[config.mk]
export PLATFORM = sky130hd
export DESIGN_NAME = image_slot_index_table_unit
export DESIGN_NICKNAME = d
export VERILOG_FILES = /design/src/isit_pkg.sv /design/src/isit_ctrl.sv /design/src/isit_dp.sv /design/src/image_slot_index_table_unit.sv
export SDC_FILE = /design/constraint.sdc
export NUM_CORES = 1
export LEC_CHECK = 0
export ABC_AREA = 1
export BUFFER_PORTS_ARGS = -buffer_cell sky130_fd_sc_hd__buf_2
export CAP_MARGIN = 20
export CORE_ASPECT_RATIO = 1.25
export CORE_MARGIN = 4
export CORE_UTILIZATION = 57
export CTS_BUF_LIST = sky130_fd_sc_hd__clkbuf_4 sky130_fd_sc_hd__clkbuf_8 sky130_fd_sc_hd__clkbuf_16
export CTS_CLUSTER_DIAMETER = 80
export DETAILED_ROUTE_END_ITERATION = 16
export PLACE_DENSITY = 0.78
export SLEW_MARGIN = 20
export SYNTH_ARGS = -nofsm -noshare
export SYNTH_HDL_FRONTEND = slang
export SYNTH_SLANG_ARGS = --single-unit
[constraint.sdc]
create_clock -name clk -period 4.8 [get_ports clk]
set_input_delay 0 -clock clk [delete_from_list [all_inputs] [get_ports clk]]
set_output_delay 0 -clock clk [all_outputs]
set_load 0.05 [all_outputs]
[src/isit_pkg.sv]
// Shared types, constants and controller states for the image slot index table.
package isit_pkg;

  // Default number of slots in the table.
  localparam int SLOT_COUNT_DEF = 30;

  // Slot value that marks a deleted slot, and the order map's undefined marker.
  localparam logic [7:0] MARK_DELETED   = 8'hFF;
  localparam logic [7:0] MARK_UNDEFINED = 8'hFE;

  // Operation codes carried in the mode field.
  typedef enum logic [3:0] {
    MODE_SET        = 4'd0,
    MODE_READ_ORDER = 4'd1,
    MODE_FIND       = 4'd2,
    MODE_NEXT       = 4'd3,
    MODE_SHIFT      = 4'd4,
    MODE_CLOSE      = 4'd5,
    MODE_REBUILD    = 4'd6,
    MODE_FREE       = 4'd7,
    MODE_CLEAR      = 4'd8
  } mode_t;

  // One request.
  typedef struct packed {
    logic [3:0] mode;
    logic [7:0] slot_address;
    logic [7:0] slot_value;
    logic [7:0] query_index;
  } in_req_t;

  // One result.
  typedef struct packed {
    logic [7:0] answer;
    logic       bad_address;
    logic       table_changed;
    logic [7:0] visible_total;
    logic [7:0] sum_out;
    logic [7:0] xor_out;
  } out_res_t;

  // Controller states.
  typedef enum logic [3:0] {
    ST_IDLE,
    ST_SET_RD,
    ST_SET_WR,
    ST_MAP_RD,
    ST_SCAN_RD,
    ST_SCAN_EV,
    ST_GAP_WR,
    ST_REB_CLR,
    ST_REB_RD,
    ST_REB_EV,
    ST_FILL_CHK,
    ST_FILL_EV,
    ST_DONE
  } state_t;

  // Source of the slot memory read address.
  typedef enum logic [1:0] {
    RSEL_REQ,
    RSEL_SCAN,
    RSEL_FREE
  } rd_sel_t;

  // Commands from the controller to the datapath.
  typedef struct packed {
    logic    load;
    logic    slot_rd;
    rd_sel_t rd_sel;
    logic    set_wr;
    logic    scan_ev;
    logic    gap_wr;
    logic    reb_clr;
    logic    reb_ev;
    logic    fill_skip;
    logic    fill_ev;
    logic    map_rd;
    logic    finish;
  } cmd_t;

  // Status from the datapath to the controller.
  typedef struct packed {
    logic       bad;
    logic       scan_last;
    logic       outer_last;
    logic       fill_done;
    logic       map_j_vld;
    logic [3:0] mode;
  } sts_t;

endpackage

[src/isit_ctrl.sv]
// Controller state machine that sequences the slot walks of each operation.
module isit_ctrl import isit_pkg::*; (
  input  logic       clk,
  input  logic       rst_n,
  input  logic       start,
  input  logic [3:0] in_mode,
  input  sts_t       sts,
  output cmd_t       cmd,
  output logic       busy
);

  state_t state_r, state_nxt;

  // State register.
  always_ff @(posedge clk) begin
    if (!rst_n) begin
      state_r <= ST_IDLE;
    end else begin
      state_r <= state_nxt;
    end
  end

  // Next state.
  always_comb begin
    state_nxt = state_r;
    case (state_r)
      ST_IDLE: begin
        if (start) begin
          case (in_mode)
            MODE_SET:        state_nxt = ST_SET_RD;
            MODE_READ_ORDER: state_nxt = ST_MAP_RD;
            MODE_FIND,
            MODE_NEXT,
            MODE_SHIFT,
            MODE_CLOSE,
            MODE_FREE,
            MODE_CLEAR:      state_nxt = ST_SCAN_RD;
            MODE_REBUILD:    state_nxt = ST_REB_CLR;
            default:         state_nxt = ST_DONE;
          endcase
        end
      end
      ST_SET_RD: state_nxt = sts.bad ? ST_DONE : ST_SET_WR;
      ST_SET_WR: state_nxt = ST_DONE;
      ST_MAP_RD: state_nxt = ST_DONE;
      ST_SCAN_RD: state_nxt = ST_SCAN_EV;
      ST_SCAN_EV: begin
        if (!sts.scan_last) begin
          state_nxt = ST_SCAN_RD;
        end else if (sts.mode == MODE_CLOSE) begin
          state_nxt = ST_GAP_WR;
        end else if (sts.mode == MODE_CLEAR) begin
          state_nxt = ST_REB_CLR;
        end else begin
          state_nxt = ST_DONE;
        end
      end
      ST_GAP_WR: state_nxt = sts.outer_last ? ST_DONE : ST_SCAN_RD;
      ST_REB_CLR: state_nxt = ST_REB_RD;
      ST_REB_RD: state_nxt = ST_REB_EV;
      ST_REB_EV: state_nxt = sts.scan_last ? ST_FILL_CHK : ST_REB_RD;
      ST_FILL_CHK: begin
        if (sts.fill_done) begin
          state_nxt = ST_DONE;
        end else if (!sts.map_j_vld) begin
          state_nxt = ST_FILL_EV;
        end
      end
      ST_FILL_EV: state_nxt = ST_FILL_CHK;
      ST_DONE: state_nxt = ST_IDLE;
      default: state_nxt = ST_IDLE;
    endcase
  end

  // Commands.
  always_comb begin
    cmd        = '0;
    cmd.rd_sel = RSEL_REQ;
    case (state_r)
      ST_IDLE:    cmd.load = start;
      ST_SET_RD:  cmd.slot_rd = !sts.bad;
      ST_SET_WR:  cmd.set_wr = 1'b1;
      ST_MAP_RD:  cmd.map_rd = 1'b1;
      ST_SCAN_RD: begin
        cmd.slot_rd = 1'b1;
        cmd.rd_sel  = RSEL_SCAN;
      end
      ST_SCAN_EV: cmd.scan_ev = 1'b1;
      ST_GAP_WR:  cmd.gap_wr = 1'b1;
      ST_REB_CLR: cmd.reb_clr = 1'b1;
      ST_REB_RD: begin
        cmd.slot_rd = 1'b1;
        cmd.rd_sel  = RSEL_SCAN;
      end
      ST_REB_EV:  cmd.reb_ev = 1'b1;
      ST_FILL_CHK: begin
        if (!sts.fill_done) begin
          if (sts.map_j_vld) begin
            cmd.fill_skip = 1'b1;
          end else begin
            cmd.slot_rd = 1'b1;
            cmd.rd_sel  = RSEL_FREE;
          end
        end
      end
      ST_FILL_EV: cmd.fill_ev = 1'b1;
      ST_DONE:    cmd.finish = 1'b1;
      default:    cmd.finish = 1'b0;
    endcase
  end

  assign busy = (state_r != ST_IDLE);

endmodule

[src/isit_dp.sv]
// Datapath: slot and order memories, walk pointers, search trackers and checksums.
module isit_dp import isit_pkg::*; #(
  parameter int SLOT_COUNT = SLOT_COUNT_DEF
) (
  input  logic     clk,
  input  logic     rst_n,
  input  in_req_t  in_req,
  input  cmd_t     cmd,
  output sts_t     sts,
  output logic     out_valid,
  output out_res_t out_res
);

  localparam int AW = (SLOT_COUNT > 1) ? $clog2(SLOT_COUNT) : 1;
  localparam int CW = $clog2(SLOT_COUNT + 1);
  localparam logic [7:0]    N8       = 8'(SLOT_COUNT);
  localparam logic [AW-1:0] LAST_A   = AW'(SLOT_COUNT - 1);
  localparam logic [CW-1:0] NC       = CW'(SLOT_COUNT);
  localparam logic [7:0]    SUM_INIT = 8'((SLOT_COUNT * 255) % 256);
  localparam logic [7:0]    XOR_INIT = (SLOT_COUNT % 2 == 1) ? 8'hFF : 8'h00;

  // Memories and their per-entry valid bits (an invalid entry reads as its reset value).
  logic [7:0]            slot_mem [SLOT_COUNT];
  logic [7:0]            map_mem  [SLOT_COUNT];
  logic [SLOT_COUNT-1:0] slot_vld_r;
  logic [SLOT_COUNT-1:0] map_vld_r;

  in_req_t       req_r;
  logic [AW-1:0] scan_r, outer_r;
  logic [CW-1:0] fill_j_r, fill_k_r, vis_r;
  logic          match_r, best_r, changed_r, bad_r;
  logic [AW-1:0] match_addr_r, best_addr_r;
  logic [7:0]    best_val_r, sum_r, xor_r;
  logic [7:0]    slot_q_r, map_q_r;
  logic          slot_qv_r, map_qv_r;
  out_res_t      out_r;
  logic          out_valid_r;

  logic [AW-1:0] rd_addr;
  logic [7:0]    slot_val;
  logic [7:0]    key, lo;
  logic          wr_req;
  logic [AW-1:0] wr_addr;
  logic [7:0]    wr_old, wr_new;
  logic          wr_do;
  logic          map_wr;
  logic [AW-1:0] map_wr_addr;
  logic [7:0]    map_wr_val;
  logic [7:0]    answer;
  logic          q_in_range;

  assign slot_val   = slot_qv_r ? slot_q_r : MARK_DELETED;
  assign q_in_range = (req_r.query_index < N8);

  // Slot read address.
  always_comb begin
    case (cmd.rd_sel)
      RSEL_REQ:  rd_addr = req_r.slot_address[AW-1:0];
      RSEL_SCAN: rd_addr = scan_r;
      RSEL_FREE: rd_addr = fill_k_r[AW-1:0];
      default:   rd_addr = scan_r;
    endcase
  end

  // Search key for the exact match and lower bound for the next-higher search.
  always_comb begin
    key = req_r.query_index;
    lo  = req_r.query_index;
    if (req_r.mode == MODE_FREE) begin
      key = MARK_DELETED;
    end
    if (req_r.mode == MODE_CLOSE) begin
      key = 8'(outer_r);
      lo  = 8'(outer_r);
    end
  end

  // Slot write request; a write of an unchanged value is dropped.
  always_comb begin
    wr_req  = 1'b0;
    wr_addr = scan_r;
    wr_old  = slot_val;
    wr_new  = slot_val;
    if (cmd.set_wr) begin
      wr_req  = 1'b1;
      wr_addr = req_r.slot_address[AW-1:0];
      wr_new  = req_r.slot_value;
    end else if (cmd.scan_ev && req_r.mode == MODE_SHIFT) begin
      wr_req = (slot_val > req_r.query_index) && (slot_val < N8);
      wr_new = slot_val - 8'd1;
    end else if (cmd.scan_ev && req_r.mode == MODE_CLEAR) begin
      wr_req = 1'b1;
      wr_new = MARK_DELETED;
    end else if (cmd.gap_wr) begin
      wr_req  = !match_r && best_r;
      wr_addr = best_addr_r;
      wr_old  = best_val_r;
      wr_new  = 8'(outer_r);
    end
  end
  assign wr_do = wr_req && (wr_old != wr_new);

  // Order map write: placement during the rebuild walk, then free-slot fill.
  always_comb begin
    map_wr      = 1'b0;
    map_wr_addr = slot_val[AW-1:0];
    map_wr_val  = 8'(scan_r);
    if (cmd.reb_ev && slot_val < N8) begin
      map_wr = 1'b1;
    end else if (cmd.fill_ev && slot_val == MARK_DELETED) begin
      map_wr      = 1'b1;
      map_wr_addr = fill_j_r[AW-1:0];
      map_wr_val  = 8'(fill_k_r);
    end
  end

  // Memory ports.
  always_ff @(posedge clk) begin
    if (wr_do) begin
      slot_mem[wr_addr] <= wr_new;
    end
    if (cmd.slot_rd) begin
      slot_q_r  <= slot_mem[rd_addr];
      slot_qv_r <= slot_vld_r[rd_addr];
    end
    if (map_wr) begin
      map_mem[map_wr_addr] <= map_wr_val;
    end
    if (cmd.map_rd && q_in_range) begin
      map_q_r  <= map_mem[req_r.query_index[AW-1:0]];
      map_qv_r <= map_vld_r[req_r.query_index[AW-1:0]];
    end
  end

  // Valid bits, checksums and visible count.
  always_ff @(posedge clk) begin
    if (!rst_n) begin
      slot_vld_r <= '0;
      map_vld_r  <= '0;
      sum_r      <= SUM_INIT;
      xor_r      <= XOR_INIT;
      vis_r      <= '0;
    end else begin
      if (wr_do) begin
        slot_vld_r[wr_addr] <= 1'b1;
        sum_r <= sum_r + wr_new - wr_old;
        xor_r <= xor_r ^ wr_new ^ wr_old;
      end
      if (cmd.reb_clr) begin
        map_vld_r <= '0;
        vis_r     <= '0;
      end else if (map_wr) begin
        map_vld_r[map_wr_addr] <= 1'b1;
        if (cmd.reb_ev) begin
          vis_r <= vis_r + CW'(1);
        end
      end
    end
  end

  // Request capture, walk pointers and search trackers.
  always_ff @(posedge clk) begin
    if (cmd.load) begin
      req_r     <= in_req;
      bad_r     <= (in_req.mode == MODE_SET) && (in_req.slot_address >= N8);
      changed_r <= 1'b0;
      outer_r   <= '0;
    end else if (wr_do) begin
      changed_r <= 1'b1;
    end
    if (cmd.load || cmd.gap_wr || cmd.reb_clr) begin
      scan_r  <= '0;
      match_r <= 1'b0;
      best_r  <= 1'b0;
    end else if (cmd.scan_ev || cmd.reb_ev) begin
      scan_r <= scan_r + AW'(1);
      if (!match_r && slot_val == key) begin
        match_r      <= 1'b1;
        match_addr_r <= scan_r;
      end
      if (slot_val >= lo && slot_val < N8 && (!best_r || slot_val < best_val_r)) begin
        best_r      <= 1'b1;
        best_val_r  <= slot_val;
        best_addr_r <= scan_r;
      end
    end
    if (cmd.gap_wr) begin
      outer_r <= outer_r + AW'(1);
    end
    if (cmd.reb_clr) begin
      fill_j_r <= '0;
      fill_k_r <= '0;
    end else if (cmd.fill_skip) begin
      fill_j_r <= fill_j_r + CW'(1);
    end else if (cmd.fill_ev) begin
      fill_k_r <= fill_k_r + CW'(1);
      if (slot_val == MARK_DELETED) begin
        fill_j_r <= fill_j_r + CW'(1);
      end
    end
  end

  // Answer by operation.
  always_comb begin
    case (req_r.mode)
      MODE_READ_ORDER: begin
        if (!q_in_range) begin
          answer = N8;
        end else begin
          answer = map_qv_r ? map_q_r : MARK_UNDEFINED;
        end
      end
      MODE_FIND,
      MODE_FREE: answer = match_r ? 8'(match_addr_r) : N8;
      MODE_NEXT: answer = best_r ? 8'(best_addr_r) : N8;
      default:   answer = 8'd0;
    endcase
  end

  // Result register and strobe.
  always_ff @(posedge clk) begin
    if (!rst_n) begin
      out_valid_r <= 1'b0;
    end else begin
      out_valid_r <= cmd.finish;
    end
    if (cmd.finish) begin
      out_r.answer        <= answer;
      out_r.bad_address   <= bad_r;
      out_r.table_changed <= changed_r;
      out_r.visible_total <= 8'(vis_r);
      out_r.sum_out       <= sum_r;
      out_r.xor_out       <= xor_r;
    end
  end

  assign out_valid = out_valid_r;
  assign out_res   = out_r;

  // Status to the controller.
  assign sts.bad        = bad_r;
  assign sts.scan_last  = (scan_r == LAST_A);
  assign sts.outer_last = (outer_r == LAST_A);
  assign sts.fill_done  = (fill_j_r == NC) || (fill_k_r == NC);
  assign sts.map_j_vld  = map_vld_r[fill_j_r[AW-1:0]];
  assign sts.mode       = req_r.mode;

endmodule

[src/image_slot_index_table_unit.sv]
// Top level of the image slot index table: controller plus datapath.
//
//   channel  ports                      direction  meaning
//   request  start, busy, in_req        in         one operation on the table
//   result   out_valid, out_res         out        one result per request
//
// A request is taken when start is high and busy is low; its result appears in the
// cycle in which busy falls and stays for exactly one cycle. Each slot visit takes a
// read state and an evaluate state because the slot memory has a registered read
// port. Close gaps, a walk nested inside another walk, is the longest operation.
// Reset is synchronous and leaves every slot deleted and the order map undefined at
// once; the receiver cannot stall the result.
module image_slot_index_table_unit import isit_pkg::*; #(
  parameter int SLOT_COUNT = SLOT_COUNT_DEF
) (
  input  logic     clk,
  input  logic     rst_n,
  input  logic     start,
  output logic     busy,
  input  in_req_t  in_req,
  output logic     out_valid,
  output out_res_t out_res
);

  cmd_t cmd;
  sts_t sts;

  // Sequencer.
  isit_ctrl u_ctrl (
    .clk     (clk),
    .rst_n   (rst_n),
    .start   (start),
    .in_mode (in_req.mode),
    .sts     (sts),
    .cmd     (cmd),
    .busy    (busy)
  );

  // Tables, trackers and checksums.
  isit_dp #(
    .SLOT_COUNT (SLOT_COUNT)
  ) u_dp (
    .clk       (clk),
    .rst_n     (rst_n),
    .in_req    (in_req),
    .cmd       (cmd),
    .sts       (sts),
    .out_valid (out_valid),
    .out_res   (out_res)
  );

endmodule

* Word-level counts from Yosys, hierarchy flattened
Memory sizes are Yosys's and may differ from the RTL's. A register that Yosys moved wholly into a read port is not among the register bits. Cells that the tools add are included. Widths: inputs -> output; s select.
Cells by class: add/subtract/negate cells 8, $mul 0, div/mod/pow operators 0, magnitude comparators 13, eq/ne operators 29, shift operators 0, muxes and demuxes 77, bitwise operators 7, reduce and logical (&&, ||, !) cells 41
Operators by type and width (number):
- $mux 8 | 15
- $mux 5 | 14
- $or 30x30->30 | 2
- $pmux 4 s11 | 1
- $mux 4 | 8
- $lt 5x6->1 const B | 5
- $eq 4x3->1 const B | 7
- $mux 1 | 27
- $add 5x1->5 const B | 5
- $eq 4x4->1 const B | 6
- $pmux 8 s3 | 1
- $eq 5x5->1 const B | 4
- $eq 4x2->1 const B | 4
- $lt 8x5->1 const B | 2
- $xor 8x8->8 | 2
- $bmux 1 s5 | 3
- $logic_and 1x1->1 | 14
- $reduce_and 2->1 | 6
- $demux 1 s5 | 2
- $ge 5x1->1 const B | 2
- $pmux 5 s2 | 1
- $add 8x8->8 | 1
- $eq 4x1->1 const B | 2
- $eq 8x8->1 | 1
- 24 further kinds | 40
Storage, ports and cells: register bits 186, latch bits 0, RAM bits 480, memory bits (read-only) 64, bits of input ports 31, output and inout port bits 36, memories 3
Memories:
- u_dp.map_mem | depth 30, bits a word 8, read ports 1, clocked after memory_dff 1, write ports 1, RTL line isit_dp.sv:24 | logic [7:0] map_mem [SLOT_COUNT];
- u_dp.slot_mem | depth 30, bits a word 8, read ports 1, clocked after memory_dff 1, write ports 1, RTL line isit_dp.sv:23 | logic [7:0] slot_mem [SLOT_COUNT];
- (name not given) | depth 16, bits a word 4, read ports 1, clocked after memory_dff 0, write ports 0, RTL line isit_ctrl.sv:29 | case (in_mode)

* Logic depth before layout (Yosys ltp)
Gate-level depths: netlist of run 1.
depth in word-level cells 11, mapped depth 25, depth with buffers taken out 23

* Hierarchy
From an unflattened synthesis of run 1, not the netlist that was laid out.
Unflattened totals: cell total of the unflattened synthesis 2573, area total of the unflattened synthesis 26699.4 µm²
Modules (own cells, without submodules):
- isit_dp | times used 1, cells an instance 2469, area each 26165.1 µm², seq. area each 16505.8 µm²
- isit_ctrl | times used 1, cells an instance 104, area each 534.3 µm², seq. area each 80.1 µm²

* Worst setup path before layout of run 1
No wires, ideal clock.
path type register -> register, start point register u_ctrl.state_r[3], end point register u_dp.sum_r[7], library setup time 0.123 ns, arrival 4.773 ns, slack -0.096 ns, stages on the path, launching flop included 22, buffers on the path 1, clock period less this slack 4.896 ns, path through dfxtp_1 -> nor2_1 -> inv_1 -> nor2_2 -> inv_1 -> buf_2 -> o21ai_0 -> inv_1 -> fa_1 -> inv_1 -> ha_1 -> a21oi_1 -> nand2_1 -> nand2_1 -> nand2_1 -> a21oi_1 -> nor2_1 -> o21a_1 -> nor2_1 -> xor2_1 -> xor2_1 -> o21ai_0
Between the ends: longest elaborated chain between the ends 8
Ends and longest elaborated chain:
- from (decl) | RTL line isit_ctrl.sv:12 | state_t state_r, state_nxt;
- from (signal assigned) | RTL line isit_ctrl.sv:19 | state_r <= state_nxt;
- $eq 4x3->1 | RTL line isit_ctrl.sv:79 | case (state_r)
- $mux 1 | RTL line isit_ctrl.sv:79
- $mux 8 / $logic_and 1x1->1 (equally long branches) | RTL line isit_dp.sv:94, isit_dp.sv:91
- $mux 8 | RTL line isit_dp.sv:91 | end else if (cmd.scan_ev && req_r.mode == MODE_CLEAR) begin
- $mux 8 | RTL line isit_dp.sv:88 | end else if (cmd.scan_ev && req_r.mode == MODE_SHIFT) begin
- $mux 8 * | RTL line isit_dp.sv:84 | if (cmd.set_wr) begin
- net u_dp.wr_new[2] | RTL line isit_dp.sv:44 | logic [7:0] wr_old, wr_new;
- $add 8x8->8 / $ne 8x8->1 (equally long branches) | RTL line isit_dp.sv:146, isit_dp.sv:101
- $sub 8x8->8 / $logic_and 1x1->1 (equally long branches) | RTL line isit_dp.sv:146, isit_dp.sv:101
- to (signal assigned) | RTL line isit_dp.sv:146 | sum_r <= sum_r + wr_new - wr_old;
- to (decl) | RTL line isit_dp.sv:33 | logic [7:0] best_val_r, sum_r, xor_r;
Mark *: on every way through the listed nets, which the timed path passes. The rest lies on a longest branch. A chain may end at the register's enable or synchronous reset.

* Final worst setup path of run 1
start point register u_dp.req_r (netlist bit u_dp.sts[3]), end point memory u_dp.slot_mem[3][2] (enable)
Between the ends: longest elaborated chain between the ends 9
Ends and longest elaborated chain:
- from (decl) | RTL line isit_dp.sv:28 | in_req_t req_r;
- from (signal assigned) | RTL line isit_dp.sv:164 | req_r <= in_req;
- $eq 4x4->1 | RTL line isit_dp.sv:91
- $logic_and 1x1->1 | RTL line isit_dp.sv:91
- $mux 8 | RTL line isit_dp.sv:91
- $mux 8 * | RTL line isit_dp.sv:88
- $mux 8 * | RTL line isit_dp.sv:84
- net u_dp.wr_new[2] | RTL line isit_dp.sv:44
- $ne 8x8->1 * | RTL line isit_dp.sv:101 | assign wr_do = wr_req && (wr_old != wr_new);
- $logic_and 1x1->1 * | RTL line isit_dp.sv:101
- $mux 1 * | RTL line isit_dp.sv:119 | if (wr_do) begin
- $mux 1 (implied by the code) * | RTL line isit_dp.sv:120 | slot_mem[wr_addr] <= wr_new;
- to (decl) | RTL line isit_dp.sv:23
Marks and branches as above.

==> results by group, run 1 <==
Hold path
  • Worst hold path type: input pin to flip-flop
  • Hold Path Depth: 2
  • Worst hold start: in_req[4]
  • Worst Hold End: u_dp.req_r[4]

Run
  • MaxCap Viol Count: 0

GRT
  • GRT Overall Usage: 27.8%
  • Largest net degree at the start of global routing: 94
  • Initial antenna violation count: 0
  • Vias in the first global route: 20200
  • First-pass GRT wire length: 112 mm
  • GRT Residual Overflow: 0

Floorplanning
  • DIE AREA: 0.0511 mm2
  • Row cnt: 89
  • Die Y: 252 um
  • Core area: 0.0471 mm2
  • Initial Util: 57.5%
  • Die extent in x: 203 um
  • # IOs: 67

Cells and area
  • Layout Nets: 2903
  • Syn-to-layout area delta: 11.6%
  • Final instance area: 0.0302 mm2
  • Fill count: 3607
  • Ant diodes: 0
  • Area of the multi-input gates: 0.00848 mm2
  • Share of cells above drive strength 1: 9.25%
  • Cell Count, Final, Fillers Out: 3503
  • Most common cell after layout, fill and taps aside: nand2_1
  • Most frequent cells in the layout: 560 x nand2_1, 483 x edfxtp_1, 372 x inv_1
  • Core Util, Final: 64.2%
  • Register Area: 0.0166 mm2

Timing
  • Fin crit share: 84.7%
  • Count of pins over their slew limit: 0
  • Peak Freq: 246 MHz
  • RSZ-0062 raised after global routing: no
  • Fin crit period: 4.07 ns
  • Post-Route Skew: 0.0275 ns
  • Setup violations, final: 0
  • Worst-Margin Slew: 1.08 ns
  • Worst slew margin: 27.6%
  • Endpoints failing hold: 0
  • Setup TNS Final: 0 ns

Power and ir drop
  • Internal power: 11200 uW
  • Max VDD drop: 463 uV
  • Comb pwr share: 43.0%
  • PD cells: 643 mW/mm2
  • Clk pwr share: 24.1%
  • Switching fraction of total power: 42.3%
  • Net switching power: 8220 uW
  • Flop pwr share: 32.9%
  • Leak: 0.0119 uW

Synthesis
  • Post-synth top flop: edfxtp_1
  • Mapped Area: 0.0271 mm2
  • Avg Synthesized Cell Area: 9.85 um2
  • Async set or reset register ratio after synthesis: 0%
  • Seq cells post-synth: 587
  • Post-synth EDFFs: 483
  • Yosys warning count: 0
  • Sequential share of the synthesized area: 61.2%
  • Mapped Cells: 2750
  • Cell variety after synth: 60

Critical path
  • Critical path startpoint category: flip-flop
  • Setup CP Type: flip-flop to flip-flop
  • RR Endpoint: u_dp.slot_mem[3][2]
  • Crit path capture type: flip-flop
  • Largest fanout on the critical path: 43
  • R2R Setup Slk: 0.73 ns
  • Reg2Reg Depth: 16
  • Critical Path AT: 4.31 ns
  • Required time worst endpoint: 5.04 ns
  • Worst R2R Start: u_dp.sts[3]

Placed design
  • IO buf count: 63
  • Placer congestion estimate: 0.984
  • Area after DPL: 0.0280 mm2
  • Post-Place Cells: 3373
  • Detail Placement HPWL: 46.8 mm

Routing
  • Number of detailed-route iterations in the first pass: 7
  • Vias: 20400
  • Detailed Route WL: 72.0 mm
  • 1st-iter DRT viols: 2304
  • Remaining antenna violation count after routing: 0
  • DRC viols: 0
  • Drt wl/cell: 20.6 um
  • Routed vias/inst: 5.83

Clock network
  • Clock buffer depth: 3
  • Num CTS Buffers: 54
  • CTS sink count: 587
  • Post CTS Setup Buffer Count: 0
  • H-tree depth: 2
  • Clk Latency, worst-skew pair: 0.63 ns
  • Clk slew on worst S/H paths: 0.06 ns
  • Root Buffer: clkbuf_16
  • CTS tree: yes

Outcome
  • Status: finished, final reports clean
==> metrics by stage <==
step	total power [uW]	setup slack (ns)	hold slack, ns
final	19400	0.734	0.0870
after CTS	19300	0.811	0.0551
after detailed placement	14600	0.829	0.178
after floorplan	12000	0.0190	0.0986
after global routing	20400	0.454	0.0891
after global placement	14500	0.918	0.178
==> repair_timing <==
item                                   4_1_cts  5_1_grt
gates resized for setup                      0        0
setup endpoints to repair                    0        0
endpoints found under the hold margin       40        0
hold buffers                                29        0
==> final cells by class <==
| cell class | instances | area share, % |
|---|---|---|
| Tap cell | 637 | 2.64 |
| Multi-Input combinational cell | 1657 | 28.0 |
| Clock inverter | 40 | 1.70 |
| Sequential cell | 587 | 54.9 |
| Timing Repair Buffer | 138 | 3.27 |
| Clock buffer | 61 | 4.73 |
| Inverter | 383 | 4.78 |
==> power by group through the flow <==
stage               registers, uW  clock network, uW  logic (uW)
floorplan                    6510                  0        5470
global placement             6490                  0        7970
detailed placement           6500                  0        8110
finish                       6400               4680        8350
global route                 6420               4930        9080
CTS                          6390               4700        8220
==> synth_stat cells (15+ instances only) <==
cell | count | area [um2]
o22ai_1 | 15 | 93.8
dfxtp_1 | 104 | 2080
o221ai_1 | 22 | 193
inv_1 | 372 | 1400
nor2_1 | 208 | 781
o21ai_0 | 170 | 851
nor3_1 | 20 | 100
buf_4 | 16 | 120
xor2_1 | 15 | 131
nand3b_1 | 46 | 345
a21oi_1 | 139 | 696
clkbuf_1 | 52 | 195
buf_2 | 44 | 220
ha_1 | 44 | 551
nand2_1 | 561 | 2110
edfxtp_1 | 483 | 14500
nand3_1 | 259 | 1300
o211ai_1 | 27 | 203
==> registers in the layout (all words and copies together) (netlist names), 8 cells and up <==
name	cells
u_dp.xor_r	8
u_dp.req_r	21
u_dp.slot_q_r	8
u_dp.best_val_r	8
u_dp.slot_mem	240
u_dp.map_vld_r	30
u_dp.out_res	29
u_dp.slot_vld_r	30
u_dp.map_mem	150
u_dp.sum_r	8
==> layer usage <==
layer	track usage (%)	up-vias	wire length, um
li1	-	9427	-
met1	34.0	9761	26400
met2	49.7	1009	36800
met3	3.99	230	5450
met4	11.9	0	3430
met5	0	-	0
==> cell families (layout without fill, tap and decap cells) <==
kind of cell / after synthesis / after routing / synth area share, %
AO/OA/AOI/OAI: 427 / 427 / 9.04
XOR/XNOR: 22 / 22 / 0.739
other: 1 / 3 / 0.0138
flip-flops: 587 / 587 / 61.2
adder cells (fa/ha/maj): 51 / 51 / 2.55
buffers and inverters: 508 / 622 / 7.74
AND/OR/NAND/NOR: 1154 / 1154 / 18.7
==> worst max path at each step <==
stage	slack (ns)	depth (start not counted)	startpoint	end
3_3_place_gp	0.92	22	u_dp.sts[3]	u_dp.sum_r[7]
3_5_place_dp	0.83	15	u_ctrl.state_r[3]	u_dp.slot_mem[3][5]
2_1_floorplan	0.02	20	u_dp.sts[3]	u_dp.sum_r[7]
4_1_cts	0.81	16	u_dp.sts[3]	u_dp.slot_mem[3][2]
5_1_grt	0.45	22	u_dp.sts[3]	u_dp.sum_r[7]
6_report	0.73	16	u_dp.sts[3]	u_dp.slot_mem[3][2]
==> critical path: stages, from the launching register on <==
cell	delay, ns
edfxtp_1	0.40
nor2_1	0.20
nand3_1	0.15
nor2_4	0.31
nor2_4	0.10
o211ai_1	0.10
nand3_1	0.13
o21ai_2	0.10
buf_4	0.45
ha_1	0.33
nand2_1	0.09
nor3_2	0.07
nand2b_4	0.09
nand2_4	0.06
inv_6	0.28
nand3_1	0.24
nor2_1	0.57
Power figures use the tool's default switching activity.
==> run 2, diff against run 1 <==
==> constraint.sdc (replaced) <==
create_clock -name clk -period 3.66 [get_ports clk]
set_input_delay 0 -clock clk [delete_from_list [all_inputs] [get_ports clk]]
set_output_delay 0 -clock clk [all_outputs]
set_load 0.05 [all_outputs]
==> run 2 against run 1 <==
  * Sequential power up 31%
  * Hold slack better by 0.014 ns
  * Global-route usage up 0.26 points
  * Combinational power up 39%
  * Cell count rose by 2.1%
  * Register-to-register slack got worse by 0.68 ns
  * Critical path type unchanged
  * Critical endpoint is now u_dp.sum_r[7]
==> results by group, run 2 (synthesized netlist as in run 1, its figures left out) <==
Floorplanning
  • Row cnt: 89
  • Initial Util: 57.5%
  • Core area: 0.0471 mm2
  • DIE AREA: 0.0511 mm2
  • Die Y: 252 um
  • Die extent in x: 203 um
  • # IOs: 67

Power and ir drop
  • Comb pwr share: 45.2%
  • Max VDD drop: 824 uV
  • Clk pwr share: 22.1%
  • PD cells: 835 mW/mm2
  • Internal power: 14900 uW
  • Leak: 0.0122 uW
  • Flop pwr share: 32.7%
  • Switching fraction of total power: 42.1%
  • Overall power: 25700 uW
  • Net switching power: 10800 uW

Clock network
  • H-tree depth: 2
  • Clock buffer depth: 3
  • Clk slew on worst S/H paths: 0.06 ns
  • Clk Latency, worst-skew pair: 0.62 ns
  • CTS sink count: 587
  • Root Buffer: clkbuf_16
  • CTS tree: yes
  • Num CTS Buffers: 54

Timing
  • Post-Route Skew: 0.0343 ns
  • Setup violations, final: 0
  • Worst-Margin Slew: 1.03 ns
  • Fin crit share: 98.7%
  • RSZ-0062 raised after global routing: yes
  • Worst slew margin: 30.6%
  • Peak Freq: 277 MHz
  • Fin crit period: 3.61 ns
  • Endpoints failing hold: 0
  • Worst Hold Slack: 0.101 ns
  • Final WS setup: 0.0493 ns
  • Count of pins over their slew limit: 0

Routing
  • 1st-iter DRT viols: 1875
  • Detailed Route WL: 73.0 mm
  • DRC viols: 0
  • Drt wl/cell: 20.4 um
  • Number of detailed-route iterations in the first pass: 6
  • Remaining antenna violation count after routing: 0
  • Routed vias/inst: 5.76
  • Vias: 20600

Critical path
  • CP bufs+invs: 3
  • Crit path largest cell delay: 0.54 ns
  • Crit path capture type: flip-flop
  • Worst R2R Start: u_dp.sts[2]
  • Required time worst endpoint: 4.17 ns
  • Setup CP Type: flip-flop to flip-flop
  • Worst path slowest cell: fa_1
  • Critical Path AT: 4.12 ns
  • Delay-heaviest family, CP: simple AND/OR/NAND/NOR gates
  • Crit-path most repeated cell: nand2_1
  • Critical path startpoint category: flip-flop
  • R2R Setup Slk: 0.05 ns
  • CP Cell Sequence: inv_1 -> nand4_1 -> nor2_2 -> nor2_4 -> o211ai_1 -> nand3_1 -> o21ai_4 -> inv_2 -> fa_1 -> inv_1 -> ha_1 -> a21oi_1 -> nand2_1 -> nand2_1 -> nand2_1 -> a21oi_2 -> nor2_1 -> o21a_1 -> nor2_2 -> xor2_1 -> xor2_1 -> o21ai_0
  • Critical path startpoint: u_dp.sts[2]
  • Reg2Reg Depth: 22
  • Largest fanout on the critical path: 4
  • RR Endpoint: u_dp.sum_r[7]

GRT
  • Vias in the first global route: 20700
  • GRT Residual Overflow: 0
  • GRT Overall Usage: 28.1%
  • First-pass GRT wire length: 113 mm
  • Initial antenna violation count: 0
  • Largest net degree at the start of global routing: 94

Cells and area
  • Largest register FFs: 240
  • Share of cells above drive strength 1: 12.1%
  • Most common cell after layout, fill and taps aside: nand2_1
  • Ant diodes: 0
  • Syn-to-layout area delta: 13.6%
  • Most flop-heavy register: u_dp.slot_mem
  • Largest registers: u_dp.slot_mem x240, u_dp.map_mem x150
  • Most frequent cells in the layout: 558 x nand2_1, 483 x edfxtp_1, 369 x inv_1
  • Layout Nets: 2980

Hold path
  • Worst Hold End: u_dp.req_r[3]
  • Worst hold path type: input pin to flip-flop
  • Hold Path Depth: 2
  • Worst hold start: in_req[3]

Outcome
  • Status: finished, final reports clean

Placed design
  • IO buf count: 63
  • Detail Placement HPWL: 49.2 mm
  • Placement-stage worst setup slack: 0.00569 ns
  • Placer congestion estimate: 0.998

Run
  • MaxCap Viol Count: 0
-- run 2: layout make-up --
cell class | count | area [um2]
Sequential cell | 587 | 16600
Fill cell | 3624 | 16300
Multi-Input combinational cell | 1657 | 8550
Timing Repair Buffer | 215 | 1620
Clock buffer | 74 | 1520
Inverter | 383 | 1450
Tap cell | 637 | 797
Clock inverter | 24 | 262
-- run 2: power groups by stage --
stage          Sequential [uW]  Combinational, uW  Clock (uW)
2_1_floorplan             8530               7220           0
3_3_place_gp              8520              11000           0
3_5_place_dp              8520              11300           0
4_1_cts                   8380              11400        5740
5_1_grt                   8410              12600        5990
6_report                  8390              11600        5690
-- run 2: worst max path at each step --
stage / endpoint / slack [ns] / depth (start not counted)
final: u_dp.sum_r[7] / 0.05 / 22
after floorplan: u_dp.sum_r[7] / 0.01 / 21
after detailed placement: u_dp.sum_r[7] / 0.006 / 21
after global routing: u_dp.sum_r[7] / -0.19 / 22
after CTS: u_dp.sum_r[7] / 0.01 / 21
after global placement: u_dp.sum_r[7] / 0.13 / 22
-- run 2: timing repair --
item	in CTS	in global routing
pin swaps	0	2
resized for setup	1	15
endpoints found under the hold margin	64	0
hold buffers	29	0
setup buffers	0	1
setup endpoints to repair	1	226
-- run 2: stage by stage --
| stage | area [um2] | TNS (ns) | cells | utilization [%] |
|---|---|---|---|---|
| 2_1_floorplan | 27100 | 0 | 2752 | - |
| 3_3_place_gp | 28600 | 0 | 3449 | 60.8 |
| 3_5_place_dp | 28600 | 0 | 3449 | 60.8 |
| 4_1_cts | 30700 | 0 | 3576 | 65.2 |
| 5_1_grt | 30800 | -4.01 | 3577 | 65.3 |
| 6_report | 30800 | 0 | 3577 | 65.3 |
-- run 2: metal layers --
layer  part of all wire (%)  GRT usage [%]  vias to the layer above
met5                      0              0                        -
met4                    5.4           14.2                        0
met3                    7.1           3.88                      239
met2                     51           49.8                      952
met1                     37           33.7                     9827
li1                       -              -                     9588
-- run 2: worst register-to-register path, stage by stage (launching register included) --
cell and delay [ns]:
edfxtp_1 0.37, inv_1 0.10, nand4_1 0.17, nor2_2 0.24
nor2_4 0.08, o211ai_1 0.08, nand3_1 0.14, o21ai_4 0.10
inv_2 0.05, fa_1 0.54, inv_1 0.05, ha_1 0.31
a21oi_1 0.13, nand2_1 0.08, nand2_1 0.08, nand2_1 0.07
a21oi_2 0.15, nor2_1 0.07, o21a_1 0.18, nor2_2 0.09
xor2_1 0.19, xor2_1 0.15, o21ai_0 0.08
==> run 3, diff against run 2 <==
--- a/config.mk
+++ b/config.mk
@@ -14,6 +14,7 @@
 export CTS_BUF_LIST = sky130_fd_sc_hd__clkbuf_4 sky130_fd_sc_hd__clkbuf_8 sky130_fd_sc_hd__clkbuf_16
 export CTS_CLUSTER_DIAMETER = 80
 export DETAILED_ROUTE_END_ITERATION = 16
+export MAX_ROUTING_LAYER = met4
 export PLACE_DENSITY = 0.78
 export SLEW_MARGIN = 20
 export SYNTH_ARGS = -nofsm -noshare
==> run 3 against run 2 <==
  * Flip-flop and latch count unchanged
  * Final area increased by 0.77%
  * Setup slack improved by 0.052 ns
  * Routed wire length decreased by 0.35%
  * Clock power decreased by 0.9%
  * Die area unchanged
  * Power increased by 0.82%
==> results by group, run 3 (synthesized netlist as in run 1, its figures left out) <==
Run
  • MaxCap Viol Count: 0

Clock network
  • Clk Latency, worst-skew pair: 0.61 ns
  • Root Buffer: clkbuf_16
  • CTS sink count: 587
  • Clk slew on worst S/H paths: 0.06 ns
  • Num CTS Buffers: 55
  • Clock buffer depth: 3
  • H-tree depth: 2
  • CTS tree: yes

Critical path
  • Required time worst endpoint: 4.16 ns
  • Critical Path AT: 4.06 ns
  • Largest fanout on the critical path: 5
  • Critical path startpoint category: flip-flop
  • Setup CP Type: flip-flop to flip-flop
  • Crit path capture type: flip-flop
  • R2R Setup Slk: 0.10 ns

Timing
  • Setup violations, final: 0
  • Fin crit share: 97.2%
  • Fin crit period: 3.56 ns
  • Peak Freq: 281 MHz
  • Count of pins over their slew limit: 0
  • Post-Route Skew: 0.0209 ns
  • RSZ-0062 raised after global routing: yes
  • Worst-Margin Slew: 1.08 ns
  • Endpoints failing hold: 0
  • Worst slew margin: 27.7%

Routing
  • DRC viols: 0
  • Drt wl/cell: 20.2 um
  • 1st-iter DRT viols: 2165
  • Detailed Route WL: 72.7 mm
  • Routed vias/inst: 5.63
  • Remaining antenna violation count after routing: 0
  • Vias: 20300
  • Number of detailed-route iterations in the first pass: 12

Cells and area
  • Ant diodes: 0
  • Most frequent cells in the layout: 556 x nand2_1, 483 x edfxtp_1, 366 x inv_1
  • Syn-to-layout area delta: 14.4%
  • Core Util, Final: 65.8%
  • Share of cells above drive strength 1: 13.4%
  • Largest register FFs: 240
  • Cell Count, Final, Fillers Out: 3602
  • Final instance area: 0.0310 mm2
  • Largest registers: u_dp.slot_mem x240, u_dp.map_mem x150
  • Most common cell after layout, fill and taps aside: nand2_1
  • Most flop-heavy register: u_dp.slot_mem
  • Layout Nets: 3000

GRT
  • Initial antenna violation count: 0
  • GRT Residual Overflow: 0
  • First-pass GRT wire length: 113 mm
  • Vias in the first global route: 20200
  • GRT Overall Usage: 29.1%
  • Largest net degree at the start of global routing: 94

Power and ir drop
  • Leak: 0.0123 uW
  • Internal power: 15000 uW
  • Switching fraction of total power: 42.0%
  • Flop pwr share: 32.3%
  • Net switching power: 10900 uW
  • Comb pwr share: 45.9%
  • Clk pwr share: 21.8%
  • PD cells: 835 mW/mm2
  • Max VDD drop: 589 uV

Floorplanning
  • Die extent in x: 203 um
  • DIE AREA: 0.0511 mm2
  • Die Y: 252 um
  • # IOs: 67
  • Core area: 0.0471 mm2
  • Initial Util: 57.5%
  • Row cnt: 89

Placed design
  • Placer congestion estimate: 0.988
  • Post-Place Cells: 3462
  • Detail Placement HPWL: 48.7 mm
  • IO buf count: 63
  • Area after DPL: 0.0287 mm2

Hold path
  • Worst hold path type: input pin to flip-flop

Outcome
  • Status: finished, final reports clean
==> run 3: path summary, 6_finish.rpt <==
kind | from | end | depth (start not counted)
max | u_dp.slot_qv_r | u_dp.sum_r[7] | 22
min | in_req[11] | u_dp.req_r[11] | 2
max reg2reg | u_dp.slot_qv_r | u_dp.sum_r[7] | 22
min reg2reg | u_dp.changed_r | u_dp.out_res[24] | 0
==> run 3: power by group through the flow <==
stage	logic (uW)	registers [uW]	clock network, uW
floorplan	7220	8530	0
global placement	11200	8500	0
detailed placement	11300	8510	0
CTS	11400	8370	5720
global route	13000	8400	6010
finish	11900	8380	5640
==> run 3: per-stage QoR <==
step	setup TNS [ns]	setup slack, ns	power (uW)	hold slack [ns]
finish	0	0.101	25900	0.106
global route	-0.226	-0.120	27400	0.0986
CTS	0	0.0393	25500	0.0798
detailed placement	0	0.0285	19800	0.178
global placement	0	0.0402	19700	0.177
floorplan	0	0.0125	15700	0.0986
==> run 3: critical path, cell delays in order (launching register included) <==
cell      delay (ns)
edfxtp_1        0.41
inv_2           0.13
nor2_2          0.06
inv_1           0.16
ha_1            0.26
nand2_1         0.10
nand3_2         0.11
nand2_4         0.08
inv_2           0.04
fa_1            0.53
inv_1           0.05
ha_1            0.26
nand3_1         0.07
nand2_1         0.09
nand2_2         0.09
nand2_2         0.07
a21oi_4         0.16
nor2_2          0.06
o21a_1          0.19
nor2_2          0.11
xor2_1          0.18
xor2_1          0.16
o21ai_1         0.08
==> run 3: final cells by class <==
type                       count  area (um2)
inverter                     383        1450
clock buffer                  76        1580
timing repair buffer         234        1760
tap                          637         797
sequential                   587       16600
multi-input combinational   1657        8620
fill                        3637       16100
clock inverter                28         223
==> run 3: per-layer routing <==
| metal | track usage (%) | vias up | wire [um] |
|---|---|---|---|
| li1 | - | 9633 | - |
| met1 | 34.5 | 9601 | 27300 |
| met2 | 49.8 | 819 | 37100 |
| met3 | 4.09 | 215 | 4700 |
| met4 | 12.7 | 0 | 3620 |
| met5 | - | - | 0 |
==> run 3: timing repair <==
action / in CTS / in global routing
hold endpoints to repair: 64 / 0
resized for setup: 0 / 39
hold buffers: 29 / 0
buffers inserted: 0 / 6
endpoints found under the setup margin: 0 / 230
